### src/rtl/gnl_pkg.sv
// Shared types, codes and helpers for the grouped name lookup block.
// Used by gnl_ctrl, gnl_datapath and grouped_name_lookup; depends on nothing.
`default_nettype none

package gnl_pkg;

   localparam int MAX_GROUPS_DEF     = 16;
   localparam int MAX_ENTRIES_DEF    = 16;
   localparam int MAX_NAME_BYTES_DEF = 8;

   localparam int NAME_W    = 64;
   localparam int LEN_W     = 4;
   localparam int SECTION_W = 5;
   localparam int OFFSET_W  = 16;
   localparam int INDEX_W   = 4;
   localparam int COUNT_W   = 4;
   localparam int STATUS_W  = 3;

   // request codes
   localparam logic [1:0] CMD_CLEAR     = 2'd0;
   localparam logic [1:0] CMD_ADD_GROUP = 2'd1;
   localparam logic [1:0] CMD_ADD_ENTRY = 2'd2;
   localparam logic [1:0] CMD_QUERY     = 2'd3;

   // response status codes
   localparam logic [STATUS_W-1:0] STAT_FOUND    = 3'd0;
   localparam logic [STATUS_W-1:0] STAT_NO_GROUP = 3'd1;
   localparam logic [STATUS_W-1:0] STAT_ABSENT   = 3'd2;
   localparam logic [STATUS_W-1:0] STAT_ACCEPTED = 3'd3;
   localparam logic [STATUS_W-1:0] STAT_FULL     = 3'd4;

   typedef enum logic [2:0] {
      S_IDLE,
      S_G_READ,
      S_G_CMP,
      S_E_READ,
      S_E_CMP,
      S_DONE
   } state_type;

   // controller to datapath
   typedef struct packed {
      logic accept;
      logic g_cmp;
      logic e_cmp;
      logic finish;
   } ctl_cmd_type;

   // datapath to controller
   typedef struct packed {
      logic g_open;
      logic g_hit;
      logic e_open;
      logic e_hit;
      logic rsp_free;
   } dp_stat_type;

   // Keeps the first min(len, max_bytes) bytes, first byte in the top lane.
   function automatic logic [NAME_W-1:0] prefix_mask(input logic [LEN_W-1:0] len,
                                                     input int max_bytes);
      logic [NAME_W-1:0] m;
      int b;
      m = '0;
      for (b = 0; b < 8; b++) begin
         if (b < int'(len) && b < max_bytes) begin
            m[NAME_W-1-8*b -: 8] = 8'hFF;
         end
      end
      return m;
   endfunction

endpackage

`default_nettype wire

### src/rtl/gnl_ctrl.sv
// Sequencing state machine for the grouped name lookup.
// Depends on gnl_pkg; drives gnl_datapath through command and status structs.
`default_nettype none

module gnl_ctrl (
   input  wire logic                clock,
   input  wire logic                reset,
   input  wire logic                req_valid,
   input  wire logic [1:0]          req_cmd,
   output logic                     req_ready,
   input  wire gnl_pkg::dp_stat_type stat_i,
   output gnl_pkg::ctl_cmd_type     cmd_o
);

   gnl_pkg::state_type state_ff, state_in;

   always_comb begin
      state_in = state_ff;
      unique case (state_ff)
         gnl_pkg::S_IDLE: begin
            if (req_valid) begin
               state_in = (req_cmd == gnl_pkg::CMD_QUERY) ? gnl_pkg::S_G_READ
                                                          : gnl_pkg::S_DONE;
            end
         end
         gnl_pkg::S_G_READ: begin
            state_in = stat_i.g_open ? gnl_pkg::S_G_CMP : gnl_pkg::S_DONE;
         end
         gnl_pkg::S_G_CMP: begin
            state_in = stat_i.g_hit ? gnl_pkg::S_E_READ : gnl_pkg::S_G_READ;
         end
         gnl_pkg::S_E_READ: begin
            state_in = stat_i.e_open ? gnl_pkg::S_E_CMP : gnl_pkg::S_DONE;
         end
         gnl_pkg::S_E_CMP: begin
            state_in = stat_i.e_hit ? gnl_pkg::S_DONE : gnl_pkg::S_E_READ;
         end
         gnl_pkg::S_DONE: begin
            if (stat_i.rsp_free) begin
               state_in = gnl_pkg::S_IDLE;
            end
         end
         default: state_in = gnl_pkg::S_IDLE;
      endcase
   end

   always_comb begin
      req_ready     = (state_ff == gnl_pkg::S_IDLE);
      cmd_o.accept  = (state_ff == gnl_pkg::S_IDLE) && req_valid;
      cmd_o.g_cmp   = (state_ff == gnl_pkg::S_G_CMP);
      cmd_o.e_cmp   = (state_ff == gnl_pkg::S_E_CMP);
      cmd_o.finish  = (state_ff == gnl_pkg::S_DONE) && stat_i.rsp_free;
   end

   always_ff @(posedge clock) begin
      if (reset) begin
         state_ff <= gnl_pkg::S_IDLE;
      end else begin
         state_ff <= state_in;
      end
   end

endmodule

`default_nettype wire

### config.mk
export PLATFORM = sky130hd
export DESIGN_NAME = gnl_ctrl
export DESIGN_NICKNAME = d
export VERILOG_FILES = /design/src/rtl/gnl_pkg.sv /design/src/rtl/gnl_ctrl.sv
export SDC_FILE = /design/constraint.sdc
export NUM_CORES = 1
export LEC_CHECK = 0
export ABC_AREA = 0
export BUFFER_PORTS_ARGS = -buffer_cell sky130_fd_sc_hd__buf_2
export CORE_AREA = 2 2 39 41
export CTS_CLUSTER_SIZE = 10
export DETAILED_ROUTE_END_ITERATION = 8
export DIE_AREA = 0 0 41 43
export GPL_TIMING_DRIVEN = 1
export PLACE_DENSITY = 0.5
export SLEW_MARGIN = 5
export SYNTH_ARGS = -nofsm -noshare
export SYNTH_HDL_FRONTEND = slang
export SYNTH_SLANG_ARGS = --single-unit
### constraint.sdc
create_clock -name clock -period 1.35 [get_ports clock]
set_clock_uncertainty 0.15 [all_clocks]
set_input_delay 0.27 -clock clock [delete_from_list [all_inputs] [get_ports clock]]
set_output_delay 0.27 -clock clock [all_outputs]
set_load 0.02 [all_outputs]
==> results.tsv, run 1 <==
metric	value	unit
run status	finished with violations	
failing checks	setup timing	
Core Util, Final	40.14	%
Worst-Skew Late Latency	0.23	ns
vias in the first global route	356	
post-route insts no fill	76	
drt first-iter violations	3	
gr ovfl total	0	
CTS tree	done	
Synth-to-Final Area Change	104.6	%
die area	1763	sq um
Cell Rows	14	
Initial DRT Pass Iterations	4	
largest registers	state_ff (3)	
kind of critical path	reg -> out	
pwr/cell area	1674	nW/um^2
die width	41	um
dpl hpwl	557.7	um
final worst slack	-0.2068	ns
Slowest-stage cell, CP	dfxtp_4	
# DRC	0	
crit-path most repeated cell	buf_6	
Placed Cells	68	
CP endpoint kind	output port	
Slew Limit Headroom	78.79	%
Int Pwr	0.5914	mW
share of post-route cells with drive strength above 1	66.67	%
fmax	642.3	MHz
Seq/Total Area, Yosys	22.12	%
Hold Fails Final Rpt	0	
Net Count, Synth	43	
Comb power frac	64.9	%
flop2flop setup slack	-0.03	ns
static leakage	0.2513	nW
number of buffers created by CTS	3	
Reg-to-Reg Start	state_ff[2]	
Crit path depth	4	
Vias	359	
Synth Instances	33	
Bufs on Longest Clock Path	2	
Fillers	140	
Largest register FFs	3	
crit-path max cell delay	0.35	ns
CTS root buf	clkbuf_4	
Worst R2R End	state_ff[0]	
Switch Pwr	0.3384	mW
Synth Cell Area	271.5	sq um
Ports	15	
largest net degree at the start of global routing	11	
first-pass GRT wire length	1.297	mm
routed len/inst	11.18	um
post-synth cell types	22	
RSZ-0062 raised after global routing	true	
CTS H-tree lvls	1	
Die Y	43	um
Crit path max-delay family	flip-flops	
crit path to	cmd_o[3]	
mean post-synth cell area	8.228	sq um
fin crit period	1.557	ns
Tcrit/Tclk final	115.3	%
multi-input logic area	246.5	sq um
Hold WC Path Type	in -> reg	
Hold Buf Count CTS	0	
Slew @ Worst Pin	0.3173	ns
post-route ant nets	0	
crit path launch	state_ff[0]	
Max rail drop VDD	0.6978	mV
clk slew on worst S/H paths	0.03	ns
Total Nets Final	71	
Seq cells post-synth	3	
Placeable Area	1384	sq um
GRT Total Usage	11.02	%
critical path cell sequence	buf_6, nor3_4, and2_4, buf_6	
R2R cell count	4	
setup violators final	6	
Ant. Diodes	0	
Largest Register	state_ff	
Req. time, crit path	0.93	ns
Final Routed Wirelength	850	um
Pins Over Slew Limit	0	
WP buf/inv	2	
total power	0.9298	mW
CP max FO	5	
YS warnings	0	
initial core utilization	19.62	%
final weighted congestion in routability-driven placement	0.7535	
IO Port Bufs	14	
Worst EP arrival	1.14	ns
Clk pwr share	16.6	%
antenna violations before repair	0	
clk sinks	3	
vias per cell	4.724	
Max-Cap Viols	0	
power share of the sequential group	18.4	%
switching share of total power	36.39	%
Startpoint Class	register	
Register Area	71.32	sq um
==> layout by cell type (no fill, tap or decap), drive strengths merged <==
cell type  instances
o21bai             1
nor3b              2
a21o               1
nor4               1
a211o              1
and2               1
nor3               2
nand2              1
o2bb2ai            1
a21oi              1
buf               26
nand3b             4
o21a               2
a31oi              1
or3b               1
clkbuf             4
nor2b              3
a2111oi            1
nand2b             1
and3               1
dfxtp              3
nor4bb             1
==> synthesized netlist by cell type <==
master / instances / area, sq um
nand2b_1: 1 / 6.260
nand2_1: 1 / 3.750
a211o_1: 1 / 8.760
dfxtp_1: 3 / 60.06
a31oi_1: 1 / 6.260
and3_1: 1 / 6.260
a21o_1: 1 / 7.510
nor3b_1: 2 / 15.01
buf_6: 1 / 11.26
buf_2: 2 / 10.01
nor3_1: 2 / 10.01
o2bb2ai_1: 1 / 8.760
a2111oi_1: 1 / 10.01
nor4bb_1: 1 / 10.01
or3b_1: 1 / 8.760
a21oi_1: 1 / 5.000
o21bai_1: 1 / 7.510
nand3b_1: 4 / 30.03
and2_1: 1 / 6.260
nor4_1: 1 / 6.260
o21a_1: 2 / 15.01
nor2b_1: 3 / 18.77
==> cells by family (layout without fill, tap and decap cells) <==
kind of cell           Yosys count  in the layout  share of synthesized area, %
AO/OA/AOI/OAI                    9              9                         25.35
buffers and inverters            3             30                         7.834
flip-flops                       3              3                         22.12
AND/OR/NAND/NOR                 18             18                         44.71
==> worst min-delay path by stage <==
stage,startpoint,endpoint,slack (ns),depth (start not counted)
4_1_cts,reset,state_ff[0],0.07,2
3_5_place_dp,reset,state_ff[0],0.32,2
3_3_place_gp,reset,state_ff[0],0.32,2
5_1_grt,reset,state_ff[0],0.09,2
6_report,reset,state_ff[0],0.08,2
2_1_floorplan,reset,state_ff[0],0.19,1
==> power by group through the flow <==
stage          combinational [mW]  clock (mW)  sequential [mW]
2_1_floorplan               0.293           0            0.137
3_3_place_gp                0.457           0            0.156
3_5_place_dp                0.458           0            0.157
4_1_cts                     0.512       0.165            0.170
5_1_grt                     0.656       0.173            0.175
6_report                    0.604       0.155            0.171
==> layer usage <==
layer,track usage [%],vias to the layer above,part of all wire [%]
met2,17.50,10,51
met4,8.000,0,0
met1,12.14,168,44
li1,-,181,-
met3,2.094,0,5.2
met5,0,-,0
==> worst register-to-register path, cell delays in order, from the launching register on <==
cell	delay (ns)
dfxtp_4	0.35
buf_12	0.13
or3b_1	0.37
a21o_1	0.17
a31oi_1	0.13
==> cell type report <==
class | count | area share (%)
Clock buffer | 4 | 4.730
Multi-Input combinational cell | 27 | 44.37
Sequential cell | 3 | 12.84
Tap cell | 16 | 3.604
Timing Repair Buffer | 26 | 34.46
==> repair_timing <==
item / CTS / global route
endpoints found under the setup margin: 8 / 8
resized for setup: 14 / 8
pin swaps: 3 / 2
buffers inserted: 1 / 3
==> stage by stage <==
step                setup TNS [ns]  area (sq um)  setup WS, ns  hold WS (ns)
CTS                        -0.8022         499.2       -0.2215       0.06571
global route                -1.209         555.5       -0.2573       0.09268
finish                     -0.8169         555.5       -0.2068       0.08432
global placement          -0.04478         427.9      -0.02238        0.3204
floorplan                  -0.1858         286.5       -0.1858        0.1894
detailed placement         -0.1159         427.9      -0.03751        0.3201
(Power assumes the default switching activity.)
==> run 2: changes to the inputs <==
==> constraint.sdc (replaced) <==
create_clock -name clock -period 1.35 [get_ports clock]
set_clock_uncertainty 0.15 [all_clocks]
set_input_delay 0.135 -clock clock [delete_from_list [all_inputs] [get_ports clock]]
set_output_delay 0.135 -clock clock [all_outputs]
set_load 0.02 [all_outputs]
==> run 2 against run 1 <==
  * The run still ends with setup timing left
  * Largest cell class unchanged
  * Critical endpoint unchanged
  * Clock power increased by 3%
  * First-iteration DRC count shrank 100%
  * Cell count decreased by 5.3%
  * Core utilization shrank 5.1 points
  * Power shrank 12%
  * Setup slack improved by 0.17 ns
  * Die area unchanged
  * Sequential cell count unchanged
==> results.tsv, run 2 (same netlist as run 1, synthesis figures left out) <==
metric	value	unit	change
run status	finished with violations		
failing checks	setup timing		
setup violators final	3		-3
static leakage	0.2181	nW	-13%
crit-path most repeated cell	buf_6		
Reg-to-Reg Start	state_ff[2]		
fmax	722.2	MHz	+12%
final weighted congestion in routability-driven placement	0.7215		-4.2%
post-route ant nets	0		unchanged
vias in the first global route	310		-13%
vias per cell	4.569		-3.3%
Hold Fails Final Rpt	0		unchanged
Final Routed Wirelength	767	um	-9.8%
crit path launch	state_ff[0]		
initial core utilization	19.62	%	unchanged
switching share of total power	37.44	%	+1.0 points
CTS H-tree lvls	1		unchanged
final worst slack	-0.03459	ns	+0.1722 ns
Synth-to-Final Area Change	78.80	%	
clk sinks	3		unchanged
gr ovfl total	0		unchanged
die width	41	um	unchanged
GRT Total Usage	10.64	%	-0.38 points
kind of critical path	reg -> out		
Int Pwr	0.5101	mW	-14%
Largest register FFs	3		unchanged
CP max FO	5		unchanged
Ant. Diodes	0		unchanged
IO Port Bufs	14		unchanged
Switch Pwr	0.3053	mW	-9.8%
Largest Register	state_ff		
number of buffers created by CTS	3		unchanged
Tcrit/Tclk final	102.6	%	-13 points
Initial DRT Pass Iterations	1		-3
critical path cell sequence	buf_6, nor3_4, and2_4, buf_6		
Startpoint Class	register		
Slowest-stage cell, CP	dfxtp_2		
setup TNS	-0.05460	ns	+0.7622 ns
total power	0.8154	mW	-12%
Clk pwr share	19.6	%	+3.0 points
Cell Rows	14		unchanged
share of post-route cells with drive strength above 1	57.14	%	-9.5 points
Pins Over Slew Limit	0		unchanged
Hold WC Path Type	in -> reg		
dpl hpwl	489.3	um	-12%
Total Nets Final	67		-5.6%
Worst EP arrival	1.10	ns	-0.04 ns
die area	1763	sq um	unchanged
Slew Limit Headroom	78.28	%	-0.51 points
Slew @ Worst Pin	0.3250	ns	+0.007677 ns
Placeable Area	1384	sq um	unchanged
Worst-Skew Late Latency	0.24	ns	about the same
pwr/cell area	1680	nW/um^2	+0.36%
Ports	15		unchanged
CTS root buf	clkbuf_4		
first-pass GRT wire length	1.228	mm	-5.3%
CTS tree	done		
routed len/inst	10.65	um	-4.8%
fin crit period	1.385	ns	-0.1722 ns
largest registers	state_ff (3)		
Core Util, Final	35.08	%	-5.1 points
largest net degree at the start of global routing	14		+3
# DRC	0		unchanged
RSZ-0062 raised after global routing	true		
Comb power frac	57.6	%	-7.3 points
Bufs on Longest Clock Path	2		unchanged
Die Y	43	um	unchanged
clk slew on worst S/H paths	0.03	ns	about the same
Max rail drop VDD	0.5628	mV	-19%
min-delay src	stat_i[2]		
CP endpoint kind	output port		
Max-Cap Viols	0		unchanged
power share of the sequential group	22.8	%	+4.4 points
commonest non-fill, non-tap cell in the layout	buf_2		
Req. time, crit path	1.07	ns	+0.14 ns
crit-path max cell delay	0.33	ns	-0.02 ns
commonest non-fill, non-tap cells in the layout	buf_2, buf_4, nand3b_1		
antenna violations before repair	0		unchanged
Vias	329		-8.4%
drt first-iter violations	0		-3
run 2: cell count changes in the layout (fill, tap and decap cells not counted), sizes merged:
cell | before | now
dlygate4sd3 | 0 | 1
buf | 26 | 21
run 2: area by class of cell:
| cell class | count | area [sq um] |
|---|---|---|
| Tap cell | 16 | 20.02 |
| Timing Repair Buffer | 22 | 148.9 |
| Multi-Input combinational cell | 27 | 221.5 |
| Sequential cell | 3 | 68.82 |
| Fill cell | 147 | 898.4 |
| Clock buffer | 4 | 26.28 |
run 2: path summary, 6_finish.rpt:
| check | to | slack, ns | depth (start not counted) |
|---|---|---|---|
| max | cmd_o[3] | -0.03 | 4 |
| min | state_ff[0] | 0.06 | 4 |
| max reg2reg | state_ff[2] | 0.01 | 4 |
| min reg2reg | state_ff[0] | 0.46 | 2 |
run 2: critical path, delay by kind of cell (launching register included):
family,cells,cell delay (ns)
DFF,1,0.33
and+or+nand+nor,2,0.30
buffers and inverters,2,0.24
run 2: timing repair:
item / in CTS / in global routing
hold buffers: 1 / 0
setup buffers: 5 / 0
cloned: 1 / 0
pin swaps: 1 / 1
endpoints found under the setup margin: 5 / 7
gates resized for setup: 11 / 5
endpoints found under the hold margin: 2 / 0
run 2: power by group through the flow:
stage | clock network [mW] | registers, mW | logic, mW
final | 0.159 | 0.186 | 0.470
after global routing | 0.169 | 0.195 | 0.506
after CTS | 0.167 | 0.177 | 0.429
after detailed placement | 0 | 0.173 | 0.320
after global placement | 0 | 0.174 | 0.319
after floorplan | 0 | 0.137 | 0.289
run 2: metal layers:
layer	GRT usage (%)	up-vias	share of wire [%]
li1	-	174	-
met1	11.90	145	40
met2	15.94	8	53
met3	1.571	2	5.1
met4	10.00	0	2.5
met5	0	-	0
run 2: stage by stage:
step / instance area [sq um] / hold slack (ns) / instances / worst slack, ns
final: 485.5 / 0.05699 / 72 / -0.03459
after global routing: 485.5 / 0.08593 / 72 / -0.06772
after CTS: 464.2 / 0.05420 / 72 / -0.01246
after detailed placement: 357.8 / 0.1822 / 61 / 0.009453
after global placement: 357.8 / 0.1875 / 61 / 0.01503
after floorplan: 281.5 / 0.05441 / 33 / -0.05124
